<file path="config.mk">
export PLATFORM = sky130hd
export DESIGN_NAME = aging_priority_task_queue
export DESIGN_NICKNAME = d
export VERILOG_FILES = /design/src/sv/aptq_pkg.sv /design/src/sv/aptq_datapath.sv /design/src/sv/aptq_ctrl.sv /design/src/sv/aging_priority_task_queue.sv
export SDC_FILE = /design/constraint.sdc
export NUM_CORES = 2
export LEC_CHECK = 0
export ABC_AREA = 1
export BUFFER_PORTS_ARGS = -buffer_cell sky130_fd_sc_hd__buf_2
export CORE_AREA = 2 2 265 463
export CTS_CLUSTER_SIZE = 24
export DETAILED_ROUTE_END_ITERATION = 6
export DIE_AREA = 0 0 267 465
export PLACE_DENSITY_LB_ADDON = 0.05
export SKIP_CTS_REPAIR_TIMING = 1
export SLEW_MARGIN = 20
export SYNTH_ARGS = -nofsm -noshare
export SYNTH_HDL_FRONTEND = slang
export SYNTH_SLANG_ARGS = --single-unit
export TNS_END_PERCENT = 5
</file>
<file path="constraint.sdc">
create_clock -name aclk -period 6.3 [get_ports aclk]
set_input_delay 0.315 -clock aclk [delete_from_list [all_inputs] [get_ports aclk]]
set_output_delay 0.315 -clock aclk [all_outputs]
set_load 0.02 [all_outputs]
</file>
<file path="src/sv/aptq_pkg.sv">
// ----------------------------------------------------------------------------
// aptq_pkg
// Types, constants and status codes for the aging priority task queue.
// ----------------------------------------------------------------------------
package aptq_pkg;

    localparam int DEPTH_DEF     = 16;
    localparam int AGE_BITS_DEF  = 16;
    localparam int PRIO_BITS_DEF = 8;

    localparam logic [2:0] ST_QUEUED  = 3'd0;
    localparam logic [2:0] ST_GRANTED = 3'd1;
    localparam logic [2:0] ST_EMPTY   = 3'd2;
    localparam logic [2:0] ST_CALLER  = 3'd3;
    localparam logic [2:0] ST_DROPPED = 3'd4;
    localparam logic [2:0] ST_REFUSED = 3'd5;

    localparam logic [1:0] POL_REJECT  = 2'd0;
    localparam logic [1:0] POL_CALLER  = 2'd1;
    localparam logic [1:0] POL_DROPNEW = 2'd2;
    localparam logic [1:0] POL_DISCARD = 2'd3;

    localparam logic [1:0] REG_POLICY    = 2'd0;
    localparam logic [1:0] REG_THRESHOLD = 2'd1;
    localparam logic [1:0] REG_CAPACITY  = 2'd2;

    typedef struct packed {
        logic        kind;
        logic [15:0] task_id;
        logic [7:0]  priority_req;
    } in_item_t;

    typedef struct packed {
        logic [2:0]  status;
        logic [15:0] out_task;
        logic [7:0]  out_priority;
        logic        reject_error;
        logic [4:0]  occupancy;
    } out_item_t;

    // controller -> datapath
    typedef struct packed {
        logic load;      // capture input beat
        logic scan_clr;  // start a scan pass
        logic scan_step; // examine one entry
        logic decide;    // pick winner after the oldest pass
        logic commit;    // update storage and build result
        logic compact;   // one step of the order fix-up pass
    } dp_cmd_t;

    // datapath -> controller
    typedef struct packed {
        logic scan_last;
        logic need_scan;
        logic prio_pass;
        logic fix_last;
        logic need_fix;
    } dp_sts_t;

endpackage

</file>
<file path="src/sv/aptq_datapath.sv">
// ----------------------------------------------------------------------------
// aptq_datapath
// Entry storage, serial scan comparator and result register.
// ----------------------------------------------------------------------------
module aptq_datapath #(
    parameter int DEPTH     = aptq_pkg::DEPTH_DEF,
    parameter int AGE_BITS  = aptq_pkg::AGE_BITS_DEF,
    parameter int PRIO_BITS = aptq_pkg::PRIO_BITS_DEF
) (
    input  logic                aclk,
    input  logic                aresetn,
    input  aptq_pkg::in_item_t  in_item,
    input  aptq_pkg::dp_cmd_t   cmd,
    output aptq_pkg::dp_sts_t   sts,
    input  logic [1:0]          policy,
    input  logic [15:0]         threshold,
    input  logic [4:0]          capacity,
    output aptq_pkg::out_item_t result
);
    import aptq_pkg::*;

    localparam int IW = (DEPTH > 1) ? $clog2(DEPTH) : 1;
    localparam int CW = $clog2(DEPTH + 1);
    localparam logic [AGE_BITS-1:0] AGE_MAX = {AGE_BITS{1'b1}};

    logic [15:0]          task_mem  [DEPTH];
    logic [PRIO_BITS-1:0] prio_mem  [DEPTH];
    logic [AGE_BITS-1:0]  age_mem   [DEPTH];
    logic [IW-1:0]        order_mem [DEPTH];

    logic [CW-1:0] fill_reg, fill_next;
    in_item_t      in_reg;
    logic [IW-1:0] idx_reg, best_reg, sel_reg;
    logic          prio_reg, grant_age_reg;
    logic [IW-1:0] rank_reg;
    logic [CW-1:0] cap_eff;
    logic          full;
    logic [PRIO_BITS-1:0] in_prio;

    assign in_prio = in_reg.priority_req[PRIO_BITS-1:0];

    always_comb begin
        if (capacity == 5'd0) cap_eff = CW'(1);
        else if (32'(capacity) > DEPTH) cap_eff = CW'(DEPTH);
        else cap_eff = CW'(capacity);
    end
    assign full = !(fill_reg < cap_eff);

    // comparison of entry idx against current best
    logic take;
    always_comb begin
        if (!prio_reg && age_mem[idx_reg] != age_mem[best_reg])
            take = age_mem[idx_reg] > age_mem[best_reg];
        else if (prio_mem[idx_reg] != prio_mem[best_reg])
            take = prio_mem[idx_reg] > prio_mem[best_reg];
        else
            take = order_mem[idx_reg] < order_mem[best_reg];
    end

    logic [CW-1:0] last;
    assign last = fill_reg - CW'(1);

    assign sts.scan_last = (CW'(idx_reg) >= last);
    assign sts.need_scan = (fill_reg != '0);
    assign sts.prio_pass = 32'(age_mem[best_reg]) < 32'(threshold);
    // an emptied queue has nothing to fix up
    assign sts.fix_last  = (fill_reg == '0) || (CW'(idx_reg) >= last);
    assign sts.need_fix  = grant_age_reg;

    logic [IW-1:0] li;
    assign li = last[IW-1:0];

    always_ff @(posedge aclk) begin
        if (!aresetn) begin
            fill_reg <= '0;
        end else begin
            fill_reg <= fill_next;
        end
    end

    always_comb begin
        fill_next = fill_reg;
        if (cmd.commit) begin
            if (in_reg.kind) begin
                if (fill_reg != '0) fill_next = last;
            end else if (!full) begin
                fill_next = fill_reg + CW'(1);
            end
        end
    end

    always_ff @(posedge aclk) begin
        if (cmd.load) in_reg <= in_item;
        if (cmd.scan_clr) begin
            idx_reg  <= (DEPTH > 1) ? IW'(1) : '0;
            best_reg <= '0;
            grant_age_reg <= 1'b0;
        end
        if (cmd.load) prio_reg <= 1'b0;
        if (cmd.scan_step) begin
            if (in_reg.kind) begin
                if (CW'(idx_reg) < fill_reg && take) best_reg <= idx_reg;
            end else begin
                // drop-newest search reuses the scan: best holds the newest slot
                if (CW'(idx_reg) < fill_reg && CW'(order_mem[idx_reg]) == last)
                    best_reg <= idx_reg;
            end
            idx_reg <= idx_reg + IW'(1);
        end
        if (cmd.decide) begin
            if (sts.prio_pass) begin
                prio_reg <= 1'b1;
                for (int i = 0; i < DEPTH; i++)
                    if (CW'(i) < fill_reg && age_mem[i] != AGE_MAX)
                        age_mem[i] <= age_mem[i] + AGE_BITS'(1);
            end
        end
        if (cmd.commit) begin
            result.reject_error <= 1'b0;
            result.occupancy    <= 5'(fill_next);
            if (in_reg.kind) begin
                if (fill_reg == '0) begin
                    result.status       <= ST_EMPTY;
                    result.out_task     <= '0;
                    result.out_priority <= '0;
                end else begin
                    result.status       <= ST_GRANTED;
                    result.out_task     <= task_mem[best_reg];
                    result.out_priority <= 8'(prio_mem[best_reg]);
                    rank_reg  <= order_mem[best_reg];
                    task_mem[best_reg]  <= task_mem[li];
                    prio_mem[best_reg]  <= prio_mem[li];
                    age_mem[best_reg]   <= age_mem[li];
                    order_mem[best_reg] <= order_mem[li];
                    idx_reg <= '0;
                    grant_age_reg <= 1'b1;
                end
            end else if (!full) begin
                task_mem[fill_reg[IW-1:0]]  <= in_reg.task_id;
                prio_mem[fill_reg[IW-1:0]]  <= in_prio;
                age_mem[fill_reg[IW-1:0]]   <= '0;
                order_mem[fill_reg[IW-1:0]] <= fill_reg[IW-1:0];
                result.status       <= ST_QUEUED;
                result.out_task     <= in_reg.task_id;
                result.out_priority <= 8'(in_prio);
            end else if (policy == POL_CALLER) begin
                result.status       <= ST_CALLER;
                result.out_task     <= in_reg.task_id;
                result.out_priority <= 8'(in_prio);
            end else if (policy == POL_DROPNEW) begin
                result.status       <= ST_DROPPED;
                result.out_task     <= task_mem[best_reg];
                result.out_priority <= 8'(prio_mem[best_reg]);
                task_mem[best_reg]  <= in_reg.task_id;
                prio_mem[best_reg]  <= in_prio;
                age_mem[best_reg]   <= '0;
            end else begin
                result.status       <= ST_REFUSED;
                result.out_task     <= in_reg.task_id;
                result.out_priority <= 8'(in_prio);
                result.reject_error <= (policy == POL_REJECT);
            end
        end
        if (cmd.compact) begin
            if (CW'(idx_reg) < fill_reg && order_mem[idx_reg] > rank_reg)
                order_mem[idx_reg] <= order_mem[idx_reg] - IW'(1);
            idx_reg <= idx_reg + IW'(1);
        end
    end

endmodule

</file>
<file path="src/sv/aptq_ctrl.sv">
// ----------------------------------------------------------------------------
// aptq_ctrl
// Sequencer: capture, scan passes, commit, order fix-up, result handoff.
// ----------------------------------------------------------------------------
module aptq_ctrl (
    input  logic              aclk,
    input  logic              aresetn,
    input  logic              s_valid,
    output logic              s_ready,
    output logic              m_valid,
    input  logic              m_ready,
    input  logic              in_kind,
    output aptq_pkg::dp_cmd_t cmd,
    input  aptq_pkg::dp_sts_t sts
);
    import aptq_pkg::*;

    typedef enum logic [6:0] {
        S_IDLE   = 7'b0000001,
        S_START  = 7'b0000010,
        S_SCAN   = 7'b0000100,
        S_DECIDE = 7'b0001000,
        S_COMMIT = 7'b0010000,
        S_FIX    = 7'b0100000,
        S_OUT    = 7'b1000000
    } state_t;

    state_t state_reg, state_next;
    logic   pass2_reg, pass2_next;

    assign s_ready = (state_reg == S_IDLE);
    assign m_valid = (state_reg == S_OUT);

    always_ff @(posedge aclk) begin
        if (!aresetn) begin
            state_reg <= S_IDLE;
            pass2_reg <= 1'b0;
        end else begin
            state_reg <= state_next;
            pass2_reg <= pass2_next;
        end
    end

    always_comb begin
        state_next = state_reg;
        pass2_next = pass2_reg;
        cmd = '0;
        case (state_reg)
            S_IDLE: begin
                if (s_valid) begin
                    cmd.load   = 1'b1;
                    pass2_next = 1'b0;
                    state_next = S_START;
                end
            end
            S_START: begin
                cmd.scan_clr = 1'b1;
                // offers scan too: finds the newest slot for a drop
                state_next = sts.need_scan ? S_SCAN : S_COMMIT;
            end
            S_SCAN: begin
                cmd.scan_step = 1'b1;
                if (sts.scan_last)
                    state_next = (in_kind && !pass2_reg) ? S_DECIDE : S_COMMIT;
            end
            S_DECIDE: begin
                cmd.decide = 1'b1;
                if (sts.prio_pass) begin
                    pass2_next = 1'b1;
                    state_next = S_START;
                end else begin
                    state_next = S_COMMIT;
                end
            end
            S_COMMIT: begin
                cmd.commit = 1'b1;
                state_next = (in_kind && sts.need_scan) ? S_FIX : S_OUT;
            end
            S_FIX: begin
                cmd.compact = 1'b1;
                if (sts.fix_last) state_next = S_OUT;
            end
            S_OUT: begin
                if (m_ready) state_next = S_IDLE;
            end
            default: state_next = S_IDLE;
        endcase
    end

    a_one_side: assert property (@(posedge aclk) disable iff (!aresetn)
        !(s_ready && m_valid)) else $error("ready and valid together");
    a_load_out: assert property (@(posedge aclk) disable iff (!aresetn)
        (s_valid && s_ready) |=> !m_valid) else $error("result too early");
    a_hold: assert property (@(posedge aclk) disable iff (!aresetn)
        (m_valid && !m_ready) |=> m_valid) else $error("result dropped");

endmodule

</file>
<file path="src/sv/aging_priority_task_queue.sv">
// ----------------------------------------------------------------------------
// aging_priority_task_queue
// Bounded task queue with priority grant and age-based anti-starvation.
// ----------------------------------------------------------------------------
// Input beats (s_*) offer a task or poll; each beat yields one result beat
// (m_*). Config writes (cfg_*) set policy, age threshold and capacity; write
// them only while idle.
// One item at a time. Offer: one scan of the entries for the newest slot.
// Poll: one serial scan of the entries for the oldest, a second one when
// the priority path is taken, then a fix-up pass of the insertion ranks.
// The poll scans run serially through the single shared comparator.
// Reset empties the queue and loads register defaults; storage is not
// cleared. A result waits in the output register while m_ready is low and
// no new beat is taken until it leaves.
// ----------------------------------------------------------------------------
module aging_priority_task_queue #(
    parameter int DEPTH     = aptq_pkg::DEPTH_DEF,
    parameter int AGE_BITS  = aptq_pkg::AGE_BITS_DEF,
    parameter int PRIO_BITS = aptq_pkg::PRIO_BITS_DEF
) (
    input  logic                aclk,
    input  logic                aresetn,
    input  logic                s_valid,
    output logic                s_ready,
    input  aptq_pkg::in_item_t  s_data,
    output logic                m_valid,
    input  logic                m_ready,
    output aptq_pkg::out_item_t m_data,
    input  logic                cfg_valid,
    output logic                cfg_ready,
    input  logic [1:0]          cfg_index,
    input  logic [15:0]         cfg_data
);
    import aptq_pkg::*;

    logic [1:0]  policy_reg;
    logic [15:0] thresh_reg;
    logic [4:0]  cap_reg;
    dp_cmd_t     cmd;
    dp_sts_t     sts;
    logic        kind_q;

    assign cfg_ready = 1'b1;

    always_ff @(posedge aclk) begin
        if (!aresetn) begin
            policy_reg <= POL_REJECT;
            thresh_reg <= 16'd16;
            cap_reg    <= 5'd16;
        end else if (cfg_valid) begin
            case (cfg_index)
                REG_POLICY:    policy_reg <= cfg_data[1:0];
                REG_THRESHOLD: thresh_reg <= cfg_data;
                REG_CAPACITY:  cap_reg    <= cfg_data[4:0];
                default: ;
            endcase
        end
    end

    always_ff @(posedge aclk) begin
        if (s_valid && s_ready) kind_q <= s_data.kind;
    end

    aptq_ctrl u_ctrl (
        .aclk(aclk), .aresetn(aresetn),
        .s_valid(s_valid), .s_ready(s_ready),
        .m_valid(m_valid), .m_ready(m_ready),
        .in_kind(kind_q), .cmd(cmd), .sts(sts)
    );

    aptq_datapath #(.DEPTH(DEPTH), .AGE_BITS(AGE_BITS), .PRIO_BITS(PRIO_BITS)) u_dp (
        .aclk(aclk), .aresetn(aresetn),
        .in_item(s_data), .cmd(cmd), .sts(sts),
        .policy(policy_reg), .threshold(thresh_reg), .capacity(cap_reg),
        .result(m_data)
    );

endmodule
</file>
==> flow_summary.json <==
{
  "insertion_delay_ns": 0.75,
  "timing.clock.skew_ns": 0.0467,
  "grt_max_degree": 166,
  "dp_hpwl_um": 154000,
  "drc": 0,
  "numCtsBuffers": 84,
  "via_count_of_the_first_global_routing_pass": 45590,
  "tns_ns": 0,
  "postSynth.asyncResetShare_pct": 0,
  "routed_wl_um": 229000,
  "finalCritPeriodShare_pct": 86.9,
  "grt_first_pass_wirelength_um": 321000,
  "synth_cells": 6124,
  "finalHoldViolCount": 0,
  "die_width_um": 267,
  "num_io_pins": 84,
  "synthMuxAreaShare_pct": 0,
  "cts_tree": "built",
  "fin_area_um2": 56200,
  "via_per_instance_ratio": 6.11,
  "placementRows": 169,
  "synth.distinct_cells": 51,
  "min_path_type": "input pin to register",
  "design.die.area_um2": 124000,
  "clk_path_buf_depth": 3,
  "initial_utilization_pct": 41.6,
  "drv.max_cap_violation_count": 0,
  "post_drt_wl_per_cell_um": 29.5,
  "critPathArrivalTime_ns": 5.89,
  "area_growth_pct": 11.8,
  "worst_setup_path_end_kind": "register",
  "cp-start-kind": "register",
  "dr.pass1.iters": 7,
  "yosysWarningCount": 0,
  "rsz0062_at_grt": "no",
  "ant_nets": 0,
  "clock_tree_root_buffer_cell": "sky130_fd_sc_hd__clkbuf_16",
  "timing.max_slew.rel_slack_pct": 26.1,
  "top_regs": "u_dp.age_mem x256, u_dp.task_mem x256, u_dp.prio_mem x128",
  "port-buffer-count": 82,
  "finish.net_count": 6180,
  "timing.critical_path.required_ns": 6.72,
  "slew_viol_final": 0,
  "ir_worst_vdd_mv": 0.385,
  "dominant_combinational_cell_family_by_area_after_synthesis": "compound AO/OA/AOI/OAI gates",
  "antenna_violations_before_repair": 5,
  "cellPowerDensity_nw_per_um2": 374,
  "clkSinkCount": 811,
  "gp_congestion": 1.01,
  "timing_worst_setup_path_type": "register to register",
  "setup_viol": 0,
  "share_of_post_route_cells_with_drive_strength_above_1_pct": 7.59,
  "syn_avg_cell_area_um2": 8.20,
  "compound_gate_fraction_of_synth_area_pct": 24.3,
  "synthesis.area_um2": 50200,
  "synthSimpleGateAreaFrac_pct": 14.7,
  "grt_overflow": 0,
  "register_bit_total_from_synthesis": 811,
  "core_area_um2": 121000,
  "synth-seq-area-share_pct": 47.6,
  "clkSlewWorstSetupHoldPaths_ns": 0.06,
  "placedInstanceArea_um2": 52600,
  "synth_enable_flop_cells": 766,
  "synthXorXnorAreaFrac_pct": 3.51,
  "synthesized_nets": 6251,
  "max_freq_mhz": 183,
  "synth_fa_ha_area_share_pct": 1.97,
  "dr.first_iter.drc_count": 5132,
  "synthFlopType": "sky130_fd_sc_hd__edfxtp_1",
  "tightestPinTransition_ns": 1.11,
  "critical_path.max_fanout": 72,
  "finalWorstPathRequiredPeriod_ns": 5.48,
  "groute.usage.overall_pct": 36.3,
  "nFillCells": 11860,
  "power.static_leakage_nw": 21.4,
  "status": "completed",
  "floorplan.die.height_um": 465,
  "overall_via_count_from_detail_route": 47353,
  "cts_htree_levels": 3
}
## final timing paths
check | end | startpoint | slack, ns | depth (start not counted)
max | u_dp.age_mem[12][2]$_DFFE_PP_ | u_dp.best_reg[0]$_DFF_P_ | 0.82 | 13
min | u_dp.prio_reg$_DFF_P_ | s_valid | 0.02 | 4
max reg2reg | u_dp.age_mem[12][2]$_DFFE_PP_ | u_dp.best_reg[0]$_DFF_P_ | 0.82 | 13
min reg2reg | cap_reg[0]$_SDFFE_PN0P_ | cap_reg[0]$_SDFFE_PN0P_ | 0.49 | 2
## logic make-up after synthesis
kind of cell	after synthesis
other	1
xor gates and xnor gates	201
AOI/OAI and AO/OA	2305
buffers and inverters	1045
adders and majority gates	79
DFF	811
and+or+nand+nor	1682
## where the power goes
group | internal, mW | switching [mW]
combinational | 2.37 | 6.54
clock | 3.29 | 2.40
sequential | 6.04 | 0.378
## synth_stat cells (6+ instances only)
master | instances | area, µm²
sky130_fd_sc_hd__o21ai_0 | 1129 | 5650
sky130_fd_sc_hd__nor3b_1 | 6 | 45.0
sky130_fd_sc_hd__xor2_1 | 184 | 1610
sky130_fd_sc_hd__inv_1 | 562 | 2110
sky130_fd_sc_hd__nor2_1 | 301 | 1130
sky130_fd_sc_hd__nor3_1 | 76 | 380
sky130_fd_sc_hd__o211ai_1 | 104 | 781
sky130_fd_sc_hd__o22ai_1 | 36 | 225
sky130_fd_sc_hd__clkbuf_1 | 365 | 1370
sky130_fd_sc_hd__a211oi_1 | 9 | 67.6
sky130_fd_sc_hd__dfxtp_1 | 45 | 901
sky130_fd_sc_hd__inv_2 | 15 | 56.3
sky130_fd_sc_hd__buf_1 | 78 | 293
sky130_fd_sc_hd__nand4_1 | 49 | 307
sky130_fd_sc_hd__nand3b_1 | 8 | 60.1
sky130_fd_sc_hd__a21oi_1 | 777 | 3890
sky130_fd_sc_hd__nor4_1 | 10 | 62.6
sky130_fd_sc_hd__o2111ai_1 | 18 | 158
sky130_fd_sc_hd__nand3_1 | 559 | 2800
sky130_fd_sc_hd__o221ai_1 | 41 | 359
sky130_fd_sc_hd__o21ai_1 | 121 | 606
sky130_fd_sc_hd__nand2_1 | 657 | 2470
sky130_fd_sc_hd__a31oi_1 | 46 | 288
sky130_fd_sc_hd__buf_2 | 21 | 105
sky130_fd_sc_hd__edfxtp_1 | 766 | 23000
sky130_fd_sc_hd__ha_1 | 79 | 988
sky130_fd_sc_hd__xnor2_1 | 17 | 149
## critical path, cell delays in order, from the launching register on
cell and delay (ns):
sky130_fd_sc_hd__dfxtp_4 0.75, sky130_fd_sc_hd__buf_4 0.71, sky130_fd_sc_hd__o21ai_0 0.39, sky130_fd_sc_hd__nand3_1 0.20, sky130_fd_sc_hd__nand3_1 0.40, sky130_fd_sc_hd__nand2_1 0.23, sky130_fd_sc_hd__ha_1 0.29, sky130_fd_sc_hd__a21oi_1 0.18
sky130_fd_sc_hd__o221a_2 0.22, sky130_fd_sc_hd__nand3_1 0.29, sky130_fd_sc_hd__inv_1 0.37, sky130_fd_sc_hd__nand2_1 0.22, sky130_fd_sc_hd__o21ai_1 0.53, sky130_fd_sc_hd__buf_4 0.33
## layout by cell type, fill, tap and decap left out, types with 17 or more instances in the layout
cell	netlist	layout
sky130_fd_sc_hd__o211ai_1	104	104
sky130_fd_sc_hd__o221ai_1	41	41
sky130_fd_sc_hd__ha_1	79	78
sky130_fd_sc_hd__nor2_1	301	298
sky130_fd_sc_hd__edfxtp_1	766	766
sky130_fd_sc_hd__o2111ai_1	18	18
sky130_fd_sc_hd__dlygate4sd3_1	0	45
sky130_fd_sc_hd__a21oi_1	777	777
sky130_fd_sc_hd__clkbuf_16	0	84
sky130_fd_sc_hd__inv_1	562	546
sky130_fd_sc_hd__buf_2	21	82
sky130_fd_sc_hd__nand3_1	559	553
sky130_fd_sc_hd__inv_2	15	17
sky130_fd_sc_hd__dfxtp_1	45	37
sky130_fd_sc_hd__o21ai_0	1129	1117
sky130_fd_sc_hd__clkinv_1	3	24
sky130_fd_sc_hd__nor3_1	76	76
sky130_fd_sc_hd__bufinv_16	0	19
sky130_fd_sc_hd__buf_4	1	165
sky130_fd_sc_hd__xor2_1	184	184
sky130_fd_sc_hd__o22ai_1	36	36
sky130_fd_sc_hd__nand4_1	49	49
sky130_fd_sc_hd__nand2_1	657	655
sky130_fd_sc_hd__o21ai_1	121	133
sky130_fd_sc_hd__a31oi_1	46	40
## through the flow
| step | power, mW | util [%] | cells | hold WS (ns) | setup slack, ns |
|---|---|---|---|---|---|
| final | 21.0 | 46.5 | 7753 | 0.0186 | 0.823 |
| after global routing | 21.9 | 46.5 | 7750 | 0.0257 | 0.630 |
| after CTS | 20.8 | 46.1 | 7704 | -0.297 | 1.13 |
| after detailed placement | 15.1 | 43.5 | 7546 | 0.469 | 1.15 |
| after global placement | 15.1 | 43.5 | 7546 | 0.475 | 1.22 |
| after floorplan | 11.5 | - | 6124 | 0.414 | 1.34 |
## per-layer routing
| metal | routed length, µm | vias up | share of wire [%] | GRT usage, % |
|---|---|---|---|---|
| met5 | 25 | - | 0.011 | 0 |
| met4 | 27300 | 4 | 12 | 37.3 |
| met3 | 14700 | 810 | 6.4 | 5.31 |
| met2 | 110000 | 2339 | 48 | 61.1 |
| met1 | 76900 | 22534 | 34 | 37.5 |
| li1 | - | 21666 | - | - |
## layout make-up
| cell class | instances | area [µm²] | share of cell area (%) |
|---|---|---|---|
| timing repair buffer | 308 | 2420 | 4.31 |
| tap | 1624 | 2030 | 3.62 |
| multi-input combinational | 4268 | 22500 | 40.0 |
| antenna | 4 | 10.0 | 0.0178 |
| inverter | 580 | 2210 | 3.94 |
| clock inverter | 62 | 943 | 1.68 |
| clock buffer | 96 | 2160 | 3.84 |
| sequential | 811 | 23900 | 42.6 |
(Power assumes the default switching activity.)
